### src/design/pgr_pkg.sv
package pgr_pkg;

  localparam int RankW    = 31;
  localparam int DegW     = 16;
  localparam int NodeCntW = 7;
  localparam int CfgW     = 31;
  localparam int PortIdxW = 6;
  localparam int CmdW     = 2;
  localparam int CfgIdxW  = 2;

  localparam logic [RankW-1:0] RankMax = {RankW{1'b1}};

  typedef enum logic [CmdW-1:0] {
    CMD_ADD   = 2'd0,
    CMD_RUN   = 2'd1,
    CMD_CLEAR = 2'd2
  } cmd_e;

  typedef enum logic [CfgIdxW-1:0] {
    REG_NODE_COUNT = 2'd0,
    REG_DAMPING    = 2'd1,
    REG_TOLERANCE  = 2'd2,
    REG_MAX_ITER   = 2'd3
  } cfg_reg_e;

  typedef enum logic [4:0] {
    OP_NONE, OP_LOAD, OP_CLEAR, OP_EDGE_RD, OP_EDGE_WR, OP_SETUP, OP_BASE_LD,
    OP_WDANG_LD, OP_INIT_RD, OP_INIT_DIV, OP_INIT_WR, OP_ITER, OP_TERM_RD,
    OP_TERM_MUL, OP_TERM_WR, OP_SUM_RD, OP_SUM_ACC, OP_NEW_MUL, OP_NEW_WR,
    OP_NORM_MUL, OP_NORM_ACC, OP_NEXT, OP_FINISH, OP_OUT_RD, OP_OUT_EMIT
  } op_e;

  typedef enum logic [21:0] {
    S_IDLE      = 22'h000001,
    S_EDGE_RD   = 22'h000002,
    S_EDGE_WR   = 22'h000004,
    S_DIV_BASE  = 22'h000008,
    S_DIV_WDANG = 22'h000010,
    S_INIT_RD   = 22'h000020,
    S_INIT_DIV  = 22'h000040,
    S_INIT_WAIT = 22'h000080,
    S_ITER      = 22'h000100,
    S_TERM_RD   = 22'h000200,
    S_TERM_MUL  = 22'h000400,
    S_TERM_WR   = 22'h000800,
    S_SUM_RD    = 22'h001000,
    S_SUM_ACC   = 22'h002000,
    S_NEW_MUL   = 22'h004000,
    S_NEW_WR    = 22'h008000,
    S_NORM_MUL  = 22'h010000,
    S_NORM_ACC  = 22'h020000,
    S_CHECK     = 22'h040000,
    S_OUT_RD    = 22'h080000,
    S_OUT_EMIT  = 22'h100000,
    S_SPARE     = 22'h200000
  } state_e;

  typedef struct packed {
    op_e op;
  } ctrl_t;

  typedef struct packed {
    logic div_busy;
    logic i_last;
    logic j_last;
    logic conv;
    logic at_cap;
  } stat_t;

endpackage

### src/design/pgr_ctrl.sv
module pgr_ctrl (
  input  logic                      clk_i,
  input  logic                      rst_ni,
  input  logic                      start,
  input  logic [pgr_pkg::CmdW-1:0]  cmd_i,
  input  pgr_pkg::stat_t            stat_i,
  output pgr_pkg::ctrl_t            ctrl_o,
  output logic                      busy
);

  pgr_pkg::state_e state_q, state_d;
  pgr_pkg::op_e    op;

  always_comb begin
    op      = pgr_pkg::OP_NONE;
    state_d = state_q;
    case (state_q)
      pgr_pkg::S_IDLE: begin
        if (start) begin
          case (cmd_i)
            pgr_pkg::CMD_ADD: begin
              op      = pgr_pkg::OP_LOAD;
              state_d = pgr_pkg::S_EDGE_RD;
            end
            pgr_pkg::CMD_RUN: begin
              op      = pgr_pkg::OP_SETUP;
              state_d = pgr_pkg::S_DIV_BASE;
            end
            pgr_pkg::CMD_CLEAR: begin
              op = pgr_pkg::OP_CLEAR;
            end
            default: begin
              op = pgr_pkg::OP_NONE;
            end
          endcase
        end
      end
      pgr_pkg::S_EDGE_RD: begin
        op      = pgr_pkg::OP_EDGE_RD;
        state_d = pgr_pkg::S_EDGE_WR;
      end
      pgr_pkg::S_EDGE_WR: begin
        op      = pgr_pkg::OP_EDGE_WR;
        state_d = pgr_pkg::S_IDLE;
      end
      pgr_pkg::S_DIV_BASE: begin
        if (!stat_i.div_busy) begin
          op      = pgr_pkg::OP_BASE_LD;
          state_d = pgr_pkg::S_DIV_WDANG;
        end
      end
      pgr_pkg::S_DIV_WDANG: begin
        if (!stat_i.div_busy) begin
          op      = pgr_pkg::OP_WDANG_LD;
          state_d = pgr_pkg::S_INIT_RD;
        end
      end
      pgr_pkg::S_INIT_RD: begin
        op      = pgr_pkg::OP_INIT_RD;
        state_d = pgr_pkg::S_INIT_DIV;
      end
      pgr_pkg::S_INIT_DIV: begin
        op      = pgr_pkg::OP_INIT_DIV;
        state_d = pgr_pkg::S_INIT_WAIT;
      end
      pgr_pkg::S_INIT_WAIT: begin
        if (!stat_i.div_busy) begin
          op      = pgr_pkg::OP_INIT_WR;
          state_d = stat_i.i_last ? pgr_pkg::S_ITER : pgr_pkg::S_INIT_RD;
        end
      end
      pgr_pkg::S_ITER: begin
        op      = pgr_pkg::OP_ITER;
        state_d = pgr_pkg::S_TERM_RD;
      end
      pgr_pkg::S_TERM_RD: begin
        op      = pgr_pkg::OP_TERM_RD;
        state_d = pgr_pkg::S_TERM_MUL;
      end
      pgr_pkg::S_TERM_MUL: begin
        op      = pgr_pkg::OP_TERM_MUL;
        state_d = pgr_pkg::S_TERM_WR;
      end
      pgr_pkg::S_TERM_WR: begin
        op      = pgr_pkg::OP_TERM_WR;
        state_d = stat_i.i_last ? pgr_pkg::S_SUM_RD : pgr_pkg::S_TERM_RD;
      end
      pgr_pkg::S_SUM_RD: begin
        op      = pgr_pkg::OP_SUM_RD;
        state_d = pgr_pkg::S_SUM_ACC;
      end
      pgr_pkg::S_SUM_ACC: begin
        op      = pgr_pkg::OP_SUM_ACC;
        state_d = stat_i.i_last ? pgr_pkg::S_NEW_MUL : pgr_pkg::S_SUM_RD;
      end
      pgr_pkg::S_NEW_MUL: begin
        op      = pgr_pkg::OP_NEW_MUL;
        state_d = pgr_pkg::S_NEW_WR;
      end
      pgr_pkg::S_NEW_WR: begin
        op      = pgr_pkg::OP_NEW_WR;
        state_d = pgr_pkg::S_NORM_MUL;
      end
      pgr_pkg::S_NORM_MUL: begin
        op      = pgr_pkg::OP_NORM_MUL;
        state_d = pgr_pkg::S_NORM_ACC;
      end
      pgr_pkg::S_NORM_ACC: begin
        op      = pgr_pkg::OP_NORM_ACC;
        state_d = stat_i.j_last ? pgr_pkg::S_CHECK : pgr_pkg::S_SUM_RD;
      end
      pgr_pkg::S_CHECK: begin
        if (stat_i.conv || stat_i.at_cap) begin
          op      = pgr_pkg::OP_FINISH;
          state_d = pgr_pkg::S_OUT_RD;
        end else begin
          op      = pgr_pkg::OP_NEXT;
          state_d = pgr_pkg::S_TERM_RD;
        end
      end
      pgr_pkg::S_OUT_RD: begin
        op      = pgr_pkg::OP_OUT_RD;
        state_d = pgr_pkg::S_OUT_EMIT;
      end
      pgr_pkg::S_OUT_EMIT: begin
        op      = pgr_pkg::OP_OUT_EMIT;
        state_d = stat_i.i_last ? pgr_pkg::S_IDLE : pgr_pkg::S_OUT_RD;
      end
      default: begin
        state_d = pgr_pkg::S_IDLE;
      end
    endcase
  end

  always_ff @(posedge clk_i or negedge rst_ni) begin
    if (!rst_ni) begin
      state_q <= pgr_pkg::S_IDLE;
    end else begin
      state_q <= state_d;
    end
  end

  assign ctrl_o.op = op;
  assign busy      = (state_q != pgr_pkg::S_IDLE);

endmodule

### config.mk
export PLATFORM = sky130hd
export DESIGN_NAME = pgr_ctrl
export DESIGN_NICKNAME = d
export VERILOG_FILES = /design/src/design/pgr_pkg.sv /design/src/design/pgr_ctrl.sv
export SDC_FILE = /design/constraint.sdc
export NUM_CORES = 1
export LEC_CHECK = 0
export BUFFER_PORTS_ARGS = -buffer_cell sky130_fd_sc_hd__clkbuf_2
export CORE_MARGIN = 5
export CORE_UTILIZATION = 55
export CTS_CLUSTER_SIZE = 40
export DETAILED_ROUTE_END_ITERATION = 6
export GPL_TIMING_DRIVEN = 0
export PLACE_DENSITY = 0.75
export SLEW_MARGIN = 30
export SYNTH_ARGS = -nofsm -noshare
export SYNTH_HDL_FRONTEND = slang
export SYNTH_SLANG_ARGS = --single-unit
### constraint.sdc
create_clock -name clk_i -period 3.5 [get_ports clk_i]
set_input_delay 0.7 -clock clk_i [delete_from_list [all_inputs] [get_ports clk_i]]
set_output_delay 0.7 -clock clk_i [all_outputs]
set_load 0.005 [all_outputs]
==> key figures, run 1 <==
Run status
  • Status: completed

Route
  • WL/cell: about 18 microns
  • Vias: between 1500 and 2000
  • Routed Antenna Nets: 0
  • Final wirelength: 4.08 mm
  • DRC: 0
  • Drt via density: between 6 and 7
  • Drt pass-1 iters: 5
  • Initial drt markers: 154

GRT
  • Pin count of the biggest net entering global routing: 22
  • GR Overflow Total: 0
  • Global Route Usage Sum: between 20% and 30%
  • Number of global-route vias before repair: 1358
  • Initial antenna violation count: 0
  • First-pass GRT wire length: between 6 and 7 mm

Worst setup path
  • Crit path DAT: 2600 ps
  • Worst reg-to-reg setup slack: ~1200 ps
  • Crit Path Class: reg2out
  • Path depth of the worst reg2reg path: 7
  • Crit end category: output port
  • Critical Path Start Type: register
  • Worst setup path end: ctrl_o[4]
  • Critical Path RT: ~2800 ps
  • Critical Path Source: state_q[1]
  • Worst-path maximum fanout: 7
  • Worst reg2reg startpoint: state_q[7]
  • Reg2reg end: state_q[12]

Placed design
  • Input/output buffers: 15
  • Placed cell count: between 200 and 250
  • Routability cong.: around 0.89
  • Post-DP Area: ~1600 sq um
  • Pre-CTS setup slack: ~350 ps
  • HPWL after DPL: around 3.0 mm

Die
  • Initial Utilization: 55.8%
  • Die height: 62.2 microns
  • Total die area: between 3000 and 4000 sq um
  • Die extent in x: approximately 62 microns
  • Ports: 16
  • Core ar.: around 2700 sq um
  • Row cnt: 19

Timing
  • Max Slew Vio Count: 0
  • Setup_tns: 0 ps
  • Max transition margin: about 50%
  • Fmax: slightly above 300 MHz
  • Slew @ Worst Pin: 745 ps
  • Setup violations, final: 0
  • Tightest hold margin: between 300 and 400 ps
  • Final Cycle Share: between 90% and 100%
  • Final Hold Viols: 0
  • Clk_skew: around 6.7 ps
  • RSZ-0062 raised after global routing: false
  • Final critical path time including I/O delays and setup: approximately 3300 ps
  • Post-layout worst setup margin: just over 200 ps

Yosys
  • Synth Instances: 181
  • Mapped Nets: 191
  • Post-synthesis sequential area ratio: about a third
  • #FFs+latches synth: 21
  • Syn Area/Cell: ~8.3 sq um
  • Asr flop ratio synth: 100%
  • Netlist Area Pre-Place: around 1500 sq um
  • Synth cell types: 48
  • Synthesis Warnings: 0
  • Count of flip-flops with a built-in enable after synthesis: 0
  • Most used DFF post-synth: dfrtp_1

Finish
  • Post-route insts no fill: ~230
  • Max reg flops: 21
  • Share of cells above drive strength 1: slightly below 20%
  • Final nets: 211
  • Post-Layout Inst Area: approximately 1700 sq um
  • Commonest non-fill, non-tap cells in the layout: nor2_1 (20), dfrtp_1 (20), clkbuf_2 (15)
  • Synth-to-layout area growth: 12.7%
  • Reg with most FFs: state_q
  • Top Registers: state_q x21
  • N_diodes: 0

Clock tree
  • Setup Buffers After CTS: 0
  • TritonCTS clock tree: yes
  • Clock root cell: clkbuf_4
  • Clock sinks: 21
  • Clock Path Buffers: 2
  • Cts hold-fix bufs: 0
  • Clk_lat worst skew: 320 ps
  • H-tree Lvls: 1
  • Worst-path clk slew: about 120 ps
  • CTS Buf Count: 3

Power and ir drop
  • Leak: 0.730 nW
  • Peak VDD IR: around 0.36 mV
  • Pwr/cell area: approximately 390 nW/um^2

Hold path
  • Hold crit path type: in2async

Flow run
  • MaxCap Viol Count: 0
[worst min path at each step]
| stage | start | to | slack (ps) |
|---|---|---|---|
| floorplan | rst_ni | state_q[10] | 400 |
| global placement | state_q[13] | state_q[16] | 550 |
| detailed placement | state_q[13] | state_q[16] | 550 |
| CTS | rst_ni | state_q[8] | 360 |
| global route | rst_ni | state_q[20] | 370 |
| finish | rst_ni | state_q[8] | 340 |
[report_power, final]
part / leakage (nW) / switching, mW / total [mW] / internal, mW
Clock: 0.0150 / 0.0779 / 0.123 / 0.0446
Sequential: 0.288 / 0.0218 / 0.281 / 0.259
Combinational: 0.427 / 0.157 / 0.251 / 0.0935
Total: 0.730 / 0.257 / 0.654 / 0.397
[critical path, cell delays in order (launching register included)]
cell and delay (ps):
dfrtp_1 500, nor4_2 550, nand3_1 380, nor4_1 510, or4b_2 240, clkbuf_2 110
[per-layer routing]
layer  vias up  wire [microns]  GRT usage, %
met4         0              77          7.05
li1        730               -             -
met3        11             329          5.05
met2        61            1910          32.0
met5         -               0             0
met1       709            1770          29.0
[Yosys cell counts (4+ instances only)]
| cell | n | share of area, % |
|---|---|---|
| nand4_1 | 6 | 2.5 |
| inv_1 | 7 | 1.8 |
| nand3_1 | 11 | 3.7 |
| o22ai_1 | 4 | 1.7 |
| nand2_1 | 12 | 3.0 |
| nor3_1 | 13 | 4.3 |
| dfrtp_1 | 20 | 33 |
| a21oi_1 | 4 | 1.3 |
| nor2_1 | 21 | 5.3 |
| nand2b_1 | 7 | 2.9 |
| o21ai_0 | 7 | 2.3 |
| nor4_1 | 12 | 5.0 |
[cell type report]
cell class / count / area [sq um]
fill: 246 / 996
multi-input combinational: 146 / 952
sequential: 21 / 527
timing repair buffer: 15 / 75.1
buffer: 7 / 45.0
tap: 31 / 38.8
clock buffer: 4 / 26.3
inverter: 7 / 26.3
[cells by family (layout without fill, tap and decap cells)]
| logic type | count (synthesis) | in the layout | synth area share [%] |
|---|---|---|---|
| XOR/XNOR | 6 | 6 | 3.50 |
| AO/OA/AOI/OAI | 30 | 30 | 13.8 |
| AND/OR/NAND/NOR | 109 | 109 | 42.1 |
| buffers and inverters | 14 | 33 | 4.75 |
| multiplexers | 1 | 1 | 0.667 |
| flip-flops | 21 | 21 | 35.1 |
[through the flow]
step | power [mW] | util, %
global route | 0.700 | 62.9
CTS | 0.638 | 61.3
finish | 0.654 | 62.9
global placement | 0.514 | 60.1
floorplan | 0.442 | -
detailed placement | 0.516 | 60.1
[what timing repair did]
| item | 4_1_cts | 5_1_grt |
|---|---|---|
| endpoints found under the setup margin | 2 | 4 |
| pin swaps | 0 | 0 |
| resized for setup | 1 | 7 |
(Power assumes the default switching activity.)
==> run 2: changes to the inputs <==
--- a/config.mk
+++ b/config.mk
@@ -7,10 +7,11 @@
 export LEC_CHECK = 0
 export BUFFER_PORTS_ARGS = -buffer_cell sky130_fd_sc_hd__clkbuf_2
+export CAP_MARGIN = 20
 export CORE_MARGIN = 5
-export CORE_UTILIZATION = 55
+export CORE_UTILIZATION = 58
 export CTS_CLUSTER_SIZE = 40
 export DETAILED_ROUTE_END_ITERATION = 6
 export GPL_TIMING_DRIVEN = 0
-export PLACE_DENSITY = 0.75
+export PLACE_DENSITY = 0.79
 export SLEW_MARGIN = 30
 export SYNTH_ARGS = -nofsm -noshare
==> constraint.sdc (replaced) <==
create_clock -name clk_i -period 3.5 [get_ports clk_i]
set_input_delay 0 -clock clk_i [delete_from_list [all_inputs] [get_ports clk_i]]
set_output_delay 0 -clock clk_i [all_outputs]
set_load 0.005 [all_outputs]
==> key figures, run 2 (synthesized netlist as in run 1, its figures left out) <==
Worst setup path
  • Worst-path maximum fanout: 7 (unchanged)
  • Critical Path RT: 3750 ps (+950 ps)
  • Critical Path Start Type: register
  • Worst reg2reg startpoint: state_q[8]
  • Crit Path Class: reg2reg
  • Path depth of the worst reg2reg path: 6 (-1)
  • Crit end category: register
  • Worst reg-to-reg setup slack: 460 ps (-690 ps)
  • Crit path DAT: 3290 ps (+690 ps)
  • Reg2reg end: state_q[1]

Hold path
  • Hold path depth: 2
  • HP Start: stat_i[4]
  • WHS Endpoint: state_q[5]
  • Hold crit path type: in2reg

Finish
  • Reg with most FFs: state_q
  • Synth-to-layout area growth: 13.0%
  • Commonest non-fill, non-tap cell in the layout: nor2_1
  • Share of cells above drive strength 1: 16.6% (-2.9 points)
  • N_diodes: 0 (unchanged)
  • Final nets: 216 (+2.4%)
  • Top Registers: state_q x21
  • Commonest non-fill, non-tap cells in the layout: nor2_1 (21), dfrtp_1 (20), clkbuf_2 (15)
  • Max reg flops: 21 (unchanged)

Timing
  • Fmax: 329 MHz (+8.5%)
  • Final Hold Viols: 0 (unchanged)
  • Max Slew Vio Count: 0 (unchanged)
  • Clk_skew: 3.18 ps (-3.56 ps)
  • Final Cycle Share: 86.8% (-7.4 points)
  • Setup violations, final: 0 (unchanged)
  • Max transition margin: 44.0% (-6.0 points)
  • Final critical path time including I/O delays and setup: 3040 ps (-259 ps)
  • RSZ-0062 raised after global routing: false
  • Slew @ Worst Pin: 832 ps (+88.0 ps)
  • Setup_tns: 0 ps (unchanged)
  • Tightest hold margin: 16.1 ps (-320 ps)

Die
  • Ports: 16 (unchanged)
  • Initial Utilization: 60.6% (+4.7 points)
  • Die height: 60.9 microns (-2.2%)
  • Core ar.: 2480 sq um (-7.8%)
  • Row cnt: 18 (-1)
  • Total die area: 3700 sq um (-4.4%)
  • Die extent in x: 60.9 microns (-2.2%)

Placed design
  • Routability cong.: 0.981 (+10%)
  • Input/output buffers: 15 (unchanged)
  • HPWL after DPL: 3.04 mm (+1.6%)

Route
  • Drt pass-1 iters: 4 (-1)
  • Initial drt markers: 79 (-49%)
  • Drt via density: 6.69 (+2.3%)
  • Vias: 1572 (+4.0%)
  • WL/cell: 17.4 microns (-1.5%)
  • Final wirelength: 4.09 mm (+0.24%)
  • Routed Antenna Nets: 0 (unchanged)
  • DRC: 0 (unchanged)

Power and ir drop
  • Leak: 0.739 nW (+1.2%)
  • Peak VDD IR: 0.287 mV (-19%)
  • Pwr/cell area: 382 nW/um^2 (-1.4%)

Clock tree
  • CTS Buf Count: 3 (unchanged)
  • Setup Buffers After CTS: 0 (unchanged)
  • Clk_lat worst skew: 300 ps (-20 ps)
  • Clock sinks: 21 (unchanged)
  • Worst-path clk slew: 120 ps (about the same)
  • TritonCTS clock tree: yes
  • Clock root cell: clkbuf_4
  • Clock Path Buffers: 2 (unchanged)
  • H-tree Lvls: 1 (unchanged)

GRT
  • Global Route Usage Sum: 24.7% (+3.7 points)
  • Pin count of the biggest net entering global routing: 22 (unchanged)
  • GR Overflow Total: 0 (unchanged)
  • Number of global-route vias before repair: 1475 (+8.6%)
  • Initial antenna violation count: 0 (unchanged)
  • First-pass GRT wire length: 6.90 mm (+4.3%)

Flow run
  • MaxCap Viol Count: 0 (unchanged)

Run status
  • Status: completed
==> run 2: routing by layer <==
metal  GRT usage [%]  up-vias  share of wire [%]
li1                -      738                  -
met1            33.8      739                 44
met2            40.5       78                 46
met3            3.62       17                8.0
met4            7.43        0                2.2
met5               0        -                  0
==> run 2: through the flow <==
| step | power (mW) | std cells | util, % | worst slack, ps | instance area (sq um) |
|---|---|---|---|---|---|
| after global placement | 0.514 | 226 | 65.1 | 902 | 1610 |
| after global routing | 0.691 | 235 | 68.4 | 197 | 1700 |
| after floorplan | 0.442 | 181 | - | 1300 | 1500 |
| final | 0.647 | 235 | 68.4 | 461 | 1700 |
| after CTS | 0.640 | 235 | 68.2 | 602 | 1690 |
| after detailed placement | 0.518 | 226 | 65.1 | 884 | 1610 |
==> run 2: area by class of cell <==
type / instances / area [sq um]
Buffer: 7 / 45.0
Tap cell: 30 / 37.5
Clock buffer: 4 / 26.3
Timing Repair Buffer: 20 / 125
Inverter: 7 / 26.3
Fill cell: 219 / 782
Sequential cell: 21 / 527
Multi-Input combinational cell: 146 / 908
==> run 2: how the worst max path moves through the flow <==
stage	from	end	slack [ps]	cells after the start
floorplan	state_q[4]	state_q[12]	1300	7
global placement	state_q[13]	state_q[0]	900	5
detailed placement	state_q[13]	state_q[0]	880	5
CTS	state_q[8]	state_q[1]	600	6
global route	state_q[5]	state_q[1]	200	7
finish	state_q[8]	state_q[1]	460	6
==> run 2: timing repair <==
item,in CTS,in global routing
hold endpoints to repair,25,0
resized for setup,0,0
hold buffers,5,0
==> run 2: where the power goes <==
part           switching [mW]  internal (mW)
sequential             0.0199          0.259
combinational           0.156         0.0924
clock                  0.0752         0.0444
total                   0.251          0.396
==> run 2: critical path, stage by stage (launching register included) <==
cell           delay, ps
dfrtp_1              480
nor4_2               740
nand4_1              440
nor2_1               490
inv_1                110
nor3_1               160
dlygate4sd3_1        570
==> run 3: changes to the inputs <==
- CORE_UTILIZATION: 58 -> 62
- PLACE_DENSITY: 0.79 -> 0.84
- clock period: 3.5 -> 3.9 ns (I/O delays scaled with it)
==> key figures, run 3 (synthesized netlist as in run 1, its figures left out) <==
Power and ir drop
  • Leak: 0.743 nW (+0.57%)
  • Int Pwr: 356 uW (-10%)
  • Peak VDD IR: 0.352 mV (+23%)
  • Switching share of power: 38.7% (-0.12 points)
  • Clock Power Share: 17.9% (-0.6 points)
  • Sequential share of power: 43.0% (about the same)
  • Pwr/cell area: 341 nW/um^2 (-11%)
  • NetSw: 225 uW (-11%)
  • Combinational Power Share: 39.0% (+0.6 points)

Route
  • Initial drt markers: 127 (+61%)
  • Drt via density: 6.82 (+2.0%)
  • Vias: 1597 (+1.6%)
  • Drt pass-1 iters: 5 (+1)
  • DRC: 0 (unchanged)
  • Routed Antenna Nets: 0 (unchanged)
  • Final wirelength: 4.18 mm (+2.2%)
  • WL/cell: 17.9 microns (+2.6%)

Finish
  • Max reg flops: 21 (unchanged)
  • Reg with most FFs: state_q
  • N_diodes: 0 (unchanged)
  • Share of cells above drive strength 1: 16.5% (-0.081 points)
  • Post-route insts no fill: 234 (-0.43%)
  • Top Registers: state_q x21
  • Final nets: 217 (+0.46%)
  • Synth-to-layout area growth: 13.5%
  • Commonest non-fill, non-tap cells in the layout: nor2_1 (21), dfrtp_1 (20), clkbuf_2 (15)
  • Commonest non-fill, non-tap cell in the layout: nor2_1

Placed design
  • Routability cong.: 1.00 (+1.9%)
  • Placed cell count: 224 (-0.88%)
  • HPWL after DPL: 3.12 mm (+2.7%)
  • Input/output buffers: 15 (unchanged)

GRT
  • First-pass GRT wire length: 6.93 mm (+0.49%)
  • Number of global-route vias before repair: 1514 (+2.6%)
  • Initial antenna violation count: 0 (unchanged)
  • GR Overflow Total: 0 (unchanged)
  • Pin count of the biggest net entering global routing: 22 (unchanged)
  • Global Route Usage Sum: 25.8% (+1.1 points)

Worst setup path
  • Reg2reg end: state_q[1]
  • Worst setup path end: state_q[1]
  • WP buf/inv: 2 (unchanged)
  • CP delay by family, top: simple AND/OR/NAND/NOR gates
  • CP max stage delay: 740 ps (about the same)
  • Crit Path Class: reg2reg
  • Path depth of the worst reg2reg path: 6 (unchanged)
  • Stages on the worst setup path: 6 (unchanged)
  • Slowest cell on the critical path: nor4_2
  • Worst reg2reg startpoint: state_q[8]
  • Critical Path Source: state_q[8]
  • Crit end category: register
  • Crit path DAT: 3310 ps (+20 ps)
  • Critical Path Start Type: register
  • Critical Path RT: 4140 ps (+390 ps)
  • Worst-path maximum fanout: 7 (unchanged)
  • Worst reg-to-reg setup slack: 830 ps (+360 ps)
  • Cell chain of the critical path: nor4_2 > nand4_1 > nor2_1 > inv_1 > nor3_1 > dlygate4sd3_1

Clock tree
  • Clock sinks: 21 (unchanged)
  • TritonCTS clock tree: yes
  • Worst-path clk slew: 110 ps (about the same)
  • CTS Buf Count: 3 (unchanged)
  • Clk_lat worst skew: 300 ps (about the same)
  • H-tree Lvls: 1 (unchanged)
  • Clock root cell: clkbuf_4
  • Setup Buffers After CTS: 0 (unchanged)
  • Clock Path Buffers: 2 (unchanged)
  • CTS resizes: 0 (unchanged)

Hold path
  • Hold crit path type: in2reg

Run status
  • Status: completed

Timing
  • Final critical path time including I/O delays and setup: 3070 ps (+36.0 ps)
  • RSZ-0062 raised after global routing: false
  • Slew @ Worst Pin: 861 ps (+28.3 ps)
  • Setup violations, final: 0 (unchanged)
  • Final Hold Viols: 0 (unchanged)
  • Clk_skew: 5.63 ps (+2.45 ps)
  • Final Cycle Share: 78.8% (-8.0 points)
  • Max Slew Vio Count: 0 (unchanged)
  • Fmax: 325 MHz (-1.2%)
  • Setup_tns: 0 ps (unchanged)
  • Max transition margin: 42.1% (-1.9 points)

Die
  • Die extent in x: 59.2 microns (-2.7%)
  • Die height: 59.2 microns (-2.7%)
  • Row cnt: 17 (-1)
  • Ports: 16 (unchanged)
  • Core ar.: 2250 sq um (-9.0%)
  • Initial Utilization: 66.5% (+6.0 points)
  • Total die area: 3500 sq um (-5.4%)

Flow run
  • MaxCap Viol Count: 0 (unchanged)
[run 3: cell types whose count changed in the layout (fill, tap and decap cells not counted)]
| cell | before | now |
|---|---|---|
| dlygate4sd3_1 | 5 | 6 |
[run 3: through the flow]
stage                     setup slack, ps  util, %  hold WS (ps)  power, mW  area [sq um]
after CTS                             974     75.2          45.8      0.581          1700
after detailed placement             1290     71.4          4.42      0.469          1610
after floorplan                      1700        -          -296      0.396          1500
after global routing                  602     75.5           116      0.621          1700
after global placement               1320     71.4         -10.6      0.461          1610
final                                 825     75.5          69.9      0.580          1700
[run 3: cell type report]
| cell class | instances | area [sq um] |
|---|---|---|
| flip-flops and latches | 21 | 527 |
| well taps | 28 | 35.0 |
| plain buffers | 7 | 45.0 |
| clock buffers | 4 | 26.3 |
| repair buffers | 21 | 135 |
| inverters | 7 | 26.3 |
| multi-input cells | 146 | 908 |
| fillers | 174 | 552 |
[run 3: power by group through the flow]
| stage | Sequential [mW] | Combinational, mW | Clock, mW |
|---|---|---|---|
| 2_1_floorplan | 0.249 | 0.148 | 0 |
| 3_5_place_dp | 0.253 | 0.216 | 0 |
| 3_3_place_gp | 0.251 | 0.209 | 0 |
| 6_report | 0.250 | 0.226 | 0.104 |
| 4_1_cts | 0.249 | 0.221 | 0.111 |
| 5_1_grt | 0.251 | 0.250 | 0.120 |
[run 3: how the worst min path moves through the flow]
stage | start | end | slack [ps] | cells past startpoint
after floorplan | rst_ni | state_q[10] | -300 | 0
after global placement | rst_ni | state_q[9] | -10 | 1
after detailed placement | rst_ni | state_q[17] | 4 | 1
after CTS | cmd_i[1] | state_q[3] | 50 | 4
after global routing | start | state_q[0] | 120 | 4
final | cmd_i[1] | state_q[3] | 70 | 4
[run 3: timing repair]
action | in CTS | in global routing
endpoints found under the setup margin | 0 | 0
hold endpoints to repair | 27 | 0
hold buffers | 6 | 0
[run 3: per-layer routing]
metal / GRT usage, % / routed length [microns] / vias to the layer above
met1: 32.9 / 1670 / 733
met5: 0 / 0 / -
met3: 4.36 / 425 / 10
met4: 9.06 / 51 / 0
li1: - / - / 743
met2: 43.7 / 2040 / 111
[run 3: tightest hold or removal path: cells and delay by family]
| kind | cells | cell delay [ps] |
|---|---|---|
| AOI/OAI and AO/OA | 1 | 80 |
| buffers and inverters | 1 | 90 |
| and+or+nand+nor | 2 | 150 |
